### src/hdl/sde_pkg.sv
package sde_pkg;

  localparam int KEY_W   = 32;
  localparam int COUNT_W = 7;

  // operation codes
  typedef enum logic [2:0] {
    ACT_PUSH_FRONT = 3'd0,
    ACT_PUSH_BACK  = 3'd1,
    ACT_POP_FRONT  = 3'd2,
    ACT_POP_BACK   = 3'd3,
    ACT_DELETE     = 3'd4,
    ACT_SEARCH     = 3'd5,
    ACT_SWAP       = 3'd6
  } action_e_t;

  // what a cell loads at the next edge
  typedef enum logic [2:0] {
    CELL_HOLD,
    CELL_FROM_LEFT,
    CELL_FROM_RIGHT,
    CELL_LOAD_A,
    CELL_LOAD_B
  } cell_cmd_t;

  typedef struct packed {
    logic [2:0]              action;
    logic signed [KEY_W-1:0] key_a;
    logic signed [KEY_W-1:0] key_b;
  } in_item_t;

  typedef struct packed {
    logic                    ok;
    logic signed [KEY_W-1:0] key_out;
    logic [COUNT_W-1:0]      count;
  } out_item_t;

endpackage

### src/hdl/sde_cell.sv
module sde_cell
  import sde_pkg::*;
(
  input  logic                    clk,
  input  cell_cmd_t               cmd,
  input  logic signed [KEY_W-1:0] key_left,
  input  logic signed [KEY_W-1:0] key_right,
  input  logic signed [KEY_W-1:0] key_a,
  input  logic signed [KEY_W-1:0] key_b,
  output logic signed [KEY_W-1:0] key_q,
  output logic                    match_a,
  output logic                    match_b
);

  logic signed [KEY_W-1:0] key_r;
  logic signed [KEY_W-1:0] key_nxt;

  // next key from neighbors or the broadcast keys
  always_comb begin
    case (cmd)
      CELL_HOLD:       key_nxt = key_r;
      CELL_FROM_LEFT:  key_nxt = key_left;
      CELL_FROM_RIGHT: key_nxt = key_right;
      CELL_LOAD_A:     key_nxt = key_a;
      CELL_LOAD_B:     key_nxt = key_b;
      default:         key_nxt = key_r;
    endcase
  end

  // stored key, no reset
  always_ff @(posedge clk) begin
    key_r <= key_nxt;
  end

  // local compare against both broadcast keys
  assign key_q   = key_r;
  assign match_a = (key_r == key_a);
  assign match_b = (key_r == key_b);

endmodule

### config.mk
export PLATFORM = sky130hd
export DESIGN_NAME = sde_cell
export DESIGN_NICKNAME = d
export VERILOG_FILES = /design/src/hdl/sde_pkg.sv /design/src/hdl/sde_cell.sv
export SDC_FILE = /design/constraint.sdc
export NUM_CORES = 1
export LEC_CHECK = 0
export BUFFER_PORTS_ARGS = -buffer_cell sky130_fd_sc_hd__buf_2
export CORE_AREA = 2 2 95 97
export CTS_CLUSTER_DIAMETER = 40
export CTS_CLUSTER_SIZE = 14
export DETAILED_ROUTE_END_ITERATION = 16
export DIE_AREA = 0 0 97 99
export HOLD_SLACK_MARGIN = 0.12
export PLACE_DENSITY = 0.58
export SLEW_MARGIN = 40
export SYNTH_ARGS = -nofsm -noshare
export SYNTH_HDL_FRONTEND = slang
export SYNTH_SLANG_ARGS = --single-unit
### constraint.sdc
create_clock -name clk -period 3.8 [get_ports clk]
set_input_delay 0.76 -clock clk [delete_from_list [all_inputs] [get_ports clk]]
set_output_delay 0.76 -clock clk [all_outputs]
set_load 0.03 [all_outputs]
# After elaboration in Yosys (flattened, before gate mapping)
# Index checks and enable logic that the tools add are counted.
dict set report totals {
  ff_bits 32
  inputBits 132
  word_cells 9
  output_inout_bits 34
}
dict set report op_classes {
  mux 1
  eq_ne 6
  reduce_logical 1
}
# op n
set op_table {}
lappend op_table {{32-bit case mux with 4 select lines} 1}
lappend op_table {{32-bit == test} 2}
lappend op_table {{3-bit by 2-bit == test with 1-bit output, second input constant} 2}
lappend op_table {{4-bit nonzero test} 1}
lappend op_table {{3-bit by 1-bit == test with 1-bit output, second input constant} 1}
lappend op_table {{3-bit == test, second input constant} 1}

# Longest topological paths before layout
# Gate-level depths: netlist of the first run.
dict set report logic_depth {
  word_depth 2
  mapped_depth 6
  mapped_depth_nobuf 4
}

# Worst setup path before layout of the first run
# Ideal clock, no wire load.
dict set report synth_path {
  path_kind {in2reg}
  from {input port cmd[0]}
  to {register key_r[0] (netlist: key_q[0]) (enable)}
  setup_slack_ns 0.765
  cell_stages 3
  setup_ns 0.436
  t_arrival_ns 2.598
  n_path_buf 1
  required_ns 3.364
  cell_sequence {buf_6 -> nor2_4 -> xnor2_1}
}
dict set report synth_between {
  elab_chain_len 2
  elab_cells_between_ends 5
  cone_classes {eq/ne (4); reduce/logical (1)}
}
# element line
set synth_lines {}
lappend synth_lines {{start, declared} sde_cell.sv:5} ;# input cell_cmd_t cmd,
lappend synth_lines {{3-bit == test, or another cell as far along} sde_cell.sv:20} ;# case (cmd)
lappend synth_lines {{4-bit nonzero test (no line) (*)} --}
lappend synth_lines {{end signal, assigned} sde_cell.sv:32} ;# key_r <= key_nxt;
lappend synth_lines {{end, declared} sde_cell.sv:15} ;# logic signed [KEY_W-1:0] key_r;
# Mark *: on every way between the ends. The rest lies on a longest branch, timed or not.
# A chain may end at the register's enable or synchronous reset.

# Worst setup path after layout of the first run
dict set report layout_path {
  from {input port key_b[14]}
  to {output port match_b}
}
dict set report layout_between {
  elab_chain_len 1
}
# element line
set layout_lines {}
lappend layout_lines {{start, declared} sde_cell.sv:9} ;# input logic signed [KEY_W-1:0] key_b,
lappend layout_lines {{32-bit == test} sde_cell.sv:38} ;# assign match_b = (key_r == key_b);
lappend layout_lines {{end, declared} sde_cell.sv:12} ;# output logic match_b
# No other way between the ends.

==> metrics.md, run 1 <==
| Metric | Value |
|---|---|
| Status | finished, final reports clean |
| I/O pin cnt | 166 |
| Starting DRC count in detailed routing | 79 |
| Clk slew on worst S/H paths | 0.07 ns |
| Slew Viols, Final | 0 |
| Max FFs per register | 32 |
| WL/cell | 17.0 µm |
| Slew margin rel. | 0.477 |
| Synth Area per Inst | 11.2 µm² |
| Clock Power Share | 0.201 |
| Post-synth EDFFs | 32 |
| Slew @ Worst Pin | 0.782 ns |
| Post-synthesis sequential element count | 32 |
| Drc violations | 0 |
| First-pass DRT Iterations | 4 |
| WP data arrival | 2.21 ns |
| Count of cell types in the netlist | 17 |
| Register area | 961 µm² |
| RSZ-0062 raised after global routing | false |
| Tmin final | 2.97 ns |
| Synth async-reset ratio | 0 |
| GRT Total Usage | 0.176 |
| Syn-to-layout area delta | 36.9% |
| Main area contributors after synthesis | edfxtp_1 37%, xor2_1 21%, o221a_1 14% |
| Width of the die | 97 µm |
| Port bufs | 165 |
| Sw Ratio | 0.381 |
| Starting Density | 0.306 |
| Total wire length | 8570 µm |
| Synthesized area | 0.00261 mm² |
| Via/cell ratio | 4.90 |
| Comb pwr share | 0.387 |
| Area leader, netlist | edfxtp_1 |
| Clock Root Buffer | clkbuf_8 |
| Most frequent cells after synthesis | 64 x xor2_1, 32 x edfxtp_1, 32 x mux2i_1, 32 x nand2_1, 32 x o221a_1 |
| Routed Antenna Nets | 0 |
| CP max FO | 2 |
| GR Overflow Total | 0 |
| Top FF cell, synth | edfxtp_1 |
| Die ar. | 0.00960 mm² |
| Syn Nets | 366 |
| Postcts setup bufs | 0 |
| Setup TNS | 0 ns |
| Sink Count | 32 |
| Diode count | 0 |
| Int Power | 0.000778 W |
| Min-Delay Startpoint | key_left[28] |
| Post-Synthesis Cells | 234 |
| P_sw | 0.000479 W |
| Final Hold Fails | 0 |
| Post-DP HPWL | 6560 µm |
| Top cell type's share of synthesized area | 0.368 |
| Yosys warns | 0 |
| Vias in the first global route | 2537 |
| Most common cell in the netlist | xor2_1 |
| Via count | 2464 |
| Setup violators final | 0 |
| CTS tree | built |
| Kind of critical path | in2out |
| Flop pwr share | 0.412 |
| Critical path data required time | 3.04 ns |
| Setup crit end kind | primary output |
| Fmax | 337 MHz |
| Register area share after synthesis | 0.368 |
| # nets final | 527 |
| Lkg Pwr | 1.64 nW |
| Number of placement rows | 34 |
| Antenna violations before repair | 0 |
| # fillers | 875 |
| Cts hold-fix bufs | 0 |
| Core Box Area | 0.00855 mm² |
| Post-layout util | 0.418 |
| Chip Height | 99 µm |
| Hold Crit Class | in2reg |
| Post-CTS sizing | 0 |
| CTS Buffer Depth | 2 |
| Area of the multi-input gates | 0.00155 mm² |
| Period utilization | 0.782 |
| Critical path origin | key_b[14] |
| CP startpoint kind | primary input |
| Layout cells sized above 1 | 0.456 |
| Peak VDD IR | 0.000161 V |
| P per Cell Area | 351 mW/mm² |
| Max_cap viols | 0 |
| CTS HTree Levels | 2 |
| Largest net degree at the start of global routing | 34 |
| Global-route wire length before repair | 13300 µm |
| GPL Wtd Cong | 0.833 |
| Cts bufs inserted | 5 |
==> worst max-delay path, stage by stage <==
cell	delay, ns
buf_2	0.11
xor2_1	0.16
nor4_1	0.64
nand4_1	0.17
nor2_1	0.15
buf_2	0.22
==> through the flow <==
step                area (µm²)  hold WS, ns  power [W]  std cells  setup WS [ns]
finish                    3580        0.813    0.00126        503          0.829
global route              3580        0.809    0.00133        503          0.797
CTS                       3580        0.801    0.00127        503          0.900
detailed placement        3500         1.10    0.00102        496          0.912
global placement          3500         1.10    0.00101        496          0.921
floorplan                 2610         1.01   0.000821        234          0.765
==> power by group through the flow <==
stage	sequential (W)	combinational (W)	clock, W
after detailed placement	0.000526	0.000491	0
after global placement	0.000522	0.000489	0
after CTS	0.000519	0.000493	0.000263
after floorplan	0.000630	0.000191	0
after global routing	0.000527	0.000530	0.000275
final	0.000518	0.000487	0.000252
==> per-layer routing <==
layer	track usage	routed length [µm]	up-vias
met3	0.0482	786	10
met5	0	0	-
met1	0.231	3700	1119
met4	0.0520	142	0
met2	0.285	3950	123
li1	-	-	1212
==> worst paths after layout <==
path,to,slack (ns),cells past startpoint
setup / recovery,match_b,0.83,6
hold / removal,key_q[28]$_DFFE_PP_,0.81,2
==> area by class of cell <==
type                            count  share of cell area
Tap cell                          108              0.0378
Clock buffer                        6              0.0203
Inverter                            1             0.00105
Sequential cell                    32               0.269
Multi-Input combinational cell    187               0.434
Clock inverter                      1             0.00140
Timing Repair Buffer              168               0.237
==> logic make-up after synthesis <==
logic type	count (synthesis)	share of synthesized area
AOI/OAI and AO/OA	32	0.138
and+or+nand+nor	58	0.111
DFF	32	0.368
xor gates and xnor gates	65	0.218
buffers and inverters	15	0.0431
muxes	32	0.123
==> cell usage in the layout (no fill, tap or decap), drive strengths merged <==
cell    Yosys  final
buf        14    168
clkbuf      0      6
clkinv      0      1
edfxtp     32     32
inv         1      1
mux2i      32     32
nand2      34     34
nand4       4      4
nor2        3      3
nor2b       1      1
nor4       16     16
o221a      32     32
xnor2       1      1
xor2       64     64
Note: power is estimated with default switching activity, not from simulation.
==> run 2, diff against run 1 <==
==> constraint.sdc (replaced) <==
create_clock -name clk -period 3 [get_ports clk]
set_input_delay 0.6 -clock clk [delete_from_list [all_inputs] [get_ports clk]]
set_output_delay 0.6 -clock clk [all_outputs]
set_load 0.03 [all_outputs]
==> metrics.md, run 2 (same netlist as run 1, synthesis figures left out) <==
| Metric | Value |
|---|---|
| Vias in the first global route | 2558 (was 2537) |
| CTS HTree Levels | 2 (unchanged) |
| Core Box Area | 0.00855 mm² (unchanged) |
| Die ar. | 0.00960 mm² (unchanged) |
| CP max stage delay | 0.48 ns (was 0.64 ns) |
| CTS Buffer Depth | 2 (unchanged) |
| Largest net degree at the start of global routing | 33 (was 34) |
| Sink Count | 32 (unchanged) |
| Most frequent cells in the layout | 165 x buf_2, 64 x xor2_1 (unchanged) |
| Period utilization | 0.856 |
| WL/cell | 17.1 µm (was 17.0 µm) |
| Port bufs | 165 (unchanged) |
| GPL Wtd Cong | 0.833 (unchanged) |
| P per Cell Area | 445 mW/mm² (was 351 mW/mm²) |
| Final Hold Fails | 0 (unchanged) |
| Post-DP HPWL | 6890 µm (was 6560 µm) |
| Max_cap viols | 0 (unchanged) |
| I/O pin cnt | 166 (unchanged) |
| First-pass DRT Iterations | 4 (unchanged) |
| Cell Chain, Critical Path | xor2_1, nor4_1, nand4_1, nor2_1, buf_2 (was buf_2, xor2_1, nor4_1, nand4_1, nor2_1, buf_2) |
| Chip Height | 99 µm (unchanged) |
| # nets final | 531 (was 527) |
| Fmax | 389 MHz |
| Total wire length | 8680 µm (was 8570 µm) |
| Layout cells sized above 1 | 0.458 (was 0.456) |
| Clock Root Buffer | clkbuf_8 (unchanged) |
| Most common cell after layout, fill and taps aside | buf_2 (unchanged) |
| Global-route wire length before repair | 13400 µm (was 13300 µm) |
| Setup crit end kind | primary output (unchanged) |
| Tmin final | 2.57 ns |
| Starting Density | 0.306 (unchanged) |
| Hold Crit Class | in2reg (unchanged) |
| GRT Total Usage | 0.177 (was 0.176) |
| Worst path slowest cell | nor4_1 (unchanged) |
| Clk slew on worst S/H paths | 0.07 ns (about the same) |
| Width of the die | 97 µm (unchanged) |
| Slew @ Worst Pin | 0.495 ns (was 0.782 ns) |
| Setup TNS | 0 ns (unchanged) |
| Setup violators final | 0 (unchanged) |
| Slew margin rel. | 0.667 (was 0.477) |
| CP max FO | 3 (was 2) |
| Antenna violations before repair | 0 (unchanged) |
| CP startpoint kind | flip-flop (was primary input) |
| Setup ws final | 0.431 ns (was 0.829 ns) |
| Syn-to-layout area delta | 38.2% (was 36.9%) |
| Number of placement rows | 34 (unchanged) |
| Max FFs per register | 32 (unchanged) |
| WP data arrival | 1.97 ns (was 2.21 ns) |
| Peak VDD IR | 0.000162 V (was 0.000161 V) |
| Drc violations | 0 (unchanged) |
| Postcts setup bufs | 0 (unchanged) |
| Routed Antenna Nets | 0 (unchanged) |
| Place WS | 0.501 ns (was 0.912 ns) |
| Starting DRC count in detailed routing | 76 (was 79) |
| Finished Cell Area | 0.00361 mm² (was 0.00358 mm²) |
| RSZ-0062 raised after global routing | false (unchanged) |
| Kind of critical path | reg2out (was in2out) |
| GR Overflow Total | 0 (unchanged) |
| Cts hold-fix bufs | 0 (unchanged) |
| Via/cell ratio | 4.94 (was 4.90) |
| Critical path data required time | 2.40 ns (was 3.04 ns) |
| Slew Viols, Final | 0 (unchanged) |
| Diode count | 0 (unchanged) |
| Post-CTS sizing | 0 (unchanged) |
| Cts bufs inserted | 5 (unchanged) |
| CTS tree | built (unchanged) |
| DP Area | 0.00353 mm² (was 0.00350 mm²) |
| Via count | 2512 (was 2464) |
| Status | finished, final reports clean (unchanged) |
| Lkg Pwr | 1.66 nW (was 1.64 nW) |
==> run 2: power by group <==
group,internal [W],switching [W]
combinational,0.000250,0.000377
clock,0.000162,0.000162
sequential,0.000583,0.0000727
total,0.000994,0.000611
==> run 2: final timing paths <==
path / from / to / depth (start not counted)
worst max-delay path: key_q[25]$_DFFE_PP_ / match_a / 5
worst min-delay path: key_left[11] / key_q[11]$_DFFE_PP_ / 2
==> run 2: metal layers <==
layer / track usage / part of all wire / wire length (µm) / vias to the layer above
met4: 0.0498 / 0.015 / 126 / 0
met1: 0.237 / 0.43 / 3750 / 1150
met2: 0.293 / 0.47 / 4070 / 126
met3: 0.0355 / 0.084 / 732 / 12
met5: 0 / 0 / 0 / -
li1: - / - / - / 1224
==> run 2: cell type report <==
class | count | area, µm²
Tap cell | 108 | 135
Clock inverter | 1 | 3.75
Clock buffer | 7 | 76.3
Inverter | 1 | 3.75
Multi-Input combinational cell | 187 | 1550
Sequential cell | 32 | 961
Fill cell | 875 | 4940
Timing Repair Buffer | 172 | 878
==> run 2: worst max-delay path, delay by kind of cell (launching register included) <==
family	cells	cell delay, ns
XOR/XNOR	1	0.17
flip-flops	1	0.44
buffers and inverters	1	0.21
AND/OR/NAND/NOR	3	0.86
==> run 2: metrics by stage <==
| step | utilization | total power, W | hold slack, ns | std cells |
|---|---|---|---|---|
| after floorplan | - | 0.00104 | 0.851 | 234 |
| after global placement | 0.413 | 0.00129 | 0.940 | 500 |
| after detailed placement | 0.413 | 0.00130 | 0.947 | 500 |
| after CTS | 0.422 | 0.00163 | 0.647 | 508 |
| after global routing | 0.422 | 0.00170 | 0.650 | 508 |
| final | 0.422 | 0.00161 | 0.654 | 508 |
==> run 3, diff against run 2 <==
--- a/config.mk
+++ b/config.mk
@@ -7,6 +7,7 @@
 export LEC_CHECK = 0
 export BUFFER_PORTS_ARGS = -buffer_cell sky130_fd_sc_hd__buf_2
 export CORE_AREA = 2 2 95 97
+export CTS_BUF_LIST = sky130_fd_sc_hd__clkbuf_4 sky130_fd_sc_hd__clkbuf_8 sky130_fd_sc_hd__clkbuf_16
 export CTS_CLUSTER_DIAMETER = 40
 export CTS_CLUSTER_SIZE = 14
 export DETAILED_ROUTE_END_ITERATION = 16
==> metrics.md, run 3 (same netlist as run 1, synthesis figures left out) <==
| Metric | Value |
|---|---|
| Tot Pwr | 0.00162 W (was 0.00161 W) |
| Total wire length | 8660 µm (was 8680 µm) |
| Critical path data required time | 2.40 ns (about the same) |
| Starting Density | 0.306 (unchanged) |
| Most common cell after layout, fill and taps aside | buf_2 (unchanged) |
| Period utilization | 0.848 (was 0.856) |
| CTS tree | built (unchanged) |
| Slew Viols, Final | 0 (unchanged) |
| Min-Delay Endpoint | key_q[16]$_DFFE_PP_ (was key_q[11]$_DFFE_PP_) |
| Kind of critical path | reg2out (unchanged) |
| Post-layout util | 0.423 (was 0.422) |
| Post-DP HPWL | 6890 µm (unchanged) |
| GR Overflow Total | 0 (unchanged) |
| Peak VDD IR | 0.000165 V (was 0.000162 V) |
| First-pass DRT Iterations | 4 (unchanged) |
| Lkg Pwr | 1.67 nW (was 1.66 nW) |
| CP startpoint kind | flip-flop (unchanged) |
| Fmax | 393 MHz (was 389 MHz) |
| WP data arrival | 1.94 ns (was 1.97 ns) |
| Setup crit end kind | primary output (unchanged) |
| Most frequent cells in the layout | 165 x buf_2, 64 x xor2_1 (unchanged) |
| Register area | 961 µm² (unchanged) |
| Hold_ws | 0.658 ns (was 0.654 ns) |
| Worst Hold Depth | 2 (unchanged) |
| Clock Root Buffer | clkbuf_8 (unchanged) |
| Setup TNS | 0 ns (unchanged) |
| Layout cells sized above 1 | 0.463 (was 0.458) |
| Sink Count | 32 (unchanged) |
| # nets final | 531 (unchanged) |
| Via count | 2503 (was 2512) |
| Via/cell ratio | 4.93 (was 4.94) |
| Chip Height | 99 µm (unchanged) |
| CP max FO | 3 (unchanged) |
| Cts bufs inserted | 5 (unchanged) |
| Tmin final | 2.54 ns (was 2.57 ns) |
| Final Hold Fails | 0 (unchanged) |
| Core Box Area | 0.00855 mm² (unchanged) |
| WL/cell | 17.0 µm (was 17.1 µm) |
| Width of the die | 97 µm (unchanged) |
| CTS Buffer Depth | 2 (unchanged) |
| RSZ-0062 raised after global routing | false (unchanged) |
| I/O pin cnt | 166 (unchanged) |
| Vias in the first global route | 2557 (was 2558) |
| Area of the multi-input gates | 0.00155 mm² (unchanged) |
| Min-Delay Startpoint | key_left[16] (was key_left[11]) |
| Finished Cell Area | 0.00362 mm² (was 0.00361 mm²) |
| P per Cell Area | 447 mW/mm² (was 445 mW/mm²) |
| Starting DRC count in detailed routing | 72 (was 76) |
| Global-route wire length before repair | 13400 µm (about the same) |
| Hold Crit Class | in2reg (unchanged) |
| Port bufs | 165 (unchanged) |
| Slew margin rel. | 0.678 (was 0.667) |
| Diode count | 0 (unchanged) |
| GRT Total Usage | 0.177 (about the same) |
| Max FFs per register | 32 (unchanged) |
| Drc violations | 0 (unchanged) |
| Status | finished, final reports clean (unchanged) |
| Max_cap viols | 0 (unchanged) |
| Slew @ Worst Pin | 0.482 ns (was 0.495 ns) |
| Cts hold-fix bufs | 0 (unchanged) |
| Syn-to-layout area delta | 38.4% (was 38.2%) |
| Largest net degree at the start of global routing | 33 (unchanged) |
| Number of placement rows | 34 (unchanged) |
| Clk slew on worst S/H paths | 0.07 ns (about the same) |
| DP Area | 0.00353 mm² (unchanged) |
| CTS HTree Levels | 2 (unchanged) |
| Setup violators final | 0 (unchanged) |
| Routed Antenna Nets | 0 (unchanged) |
| Die ar. | 0.00960 mm² (unchanged) |
| GPL Wtd Cong | 0.833 (unchanged) |
| # fillers | 874 (was 875) |
| Post-CTS sizing | 0 (unchanged) |
| Antenna violations before repair | 0 (unchanged) |
| Postcts setup bufs | 0 (unchanged) |
-- run 3: cell counts in the layout (fill, tap and decap cells not counted) --
Identical to the previous run, type by type.
-- run 3: worst max-delay path, cell delays in order (launching register included) --
cell and delay [ns]:
edfxtp_1 0.44, xor2_1 0.17, nor4_1 0.47, nand4_1 0.21, nor2_1 0.16, buf_2 0.22
-- run 3: report_power, final --
group          switching (W)  leakage [nW]  internal, W
Combinational       0.000376          1.30     0.000250
Clock               0.000157        0.0467     0.000180
Sequential         0.0000732         0.314     0.000583
-- run 3: final cells by class --
type,instances,area share
timing repair buffer,172,0.243
multi-input combinational,187,0.429
clock inverter,1,0.00104
sequential,32,0.266
inverter,1,0.00104
clock buffer,7,0.0232
tap,108,0.0373
-- run 3: per-stage QoR --
step	instances	setup slack, ns
4_1_cts	508	0.437
3_3_place_gp	500	0.434
2_1_floorplan	234	0.125
3_5_place_dp	500	0.501
5_1_grt	508	0.322
6_report	508	0.456
-- run 3: layer usage --
metal	GRT usage	wire (µm)
met4	0.0498	126
met1	0.237	3770
met2	0.293	4070
met5	0	0
met3	0.0355	692
-- run 3: how the worst max path moves through the flow --
stage / end / startpoint / cells after the start
3_5_place_dp: match_a / key_a[9] / 6
3_3_place_gp: match_a / key_a[31] / 7
5_1_grt: match_a / key_q[25]$_DFFE_PP_ / 5
4_1_cts: match_a / key_q[25]$_DFFE_PP_ / 5
2_1_floorplan: key_q[0]$_DFFE_PP_ / cmd[0] / 3
6_report: match_a / key_q[25]$_DFFE_PP_ / 5
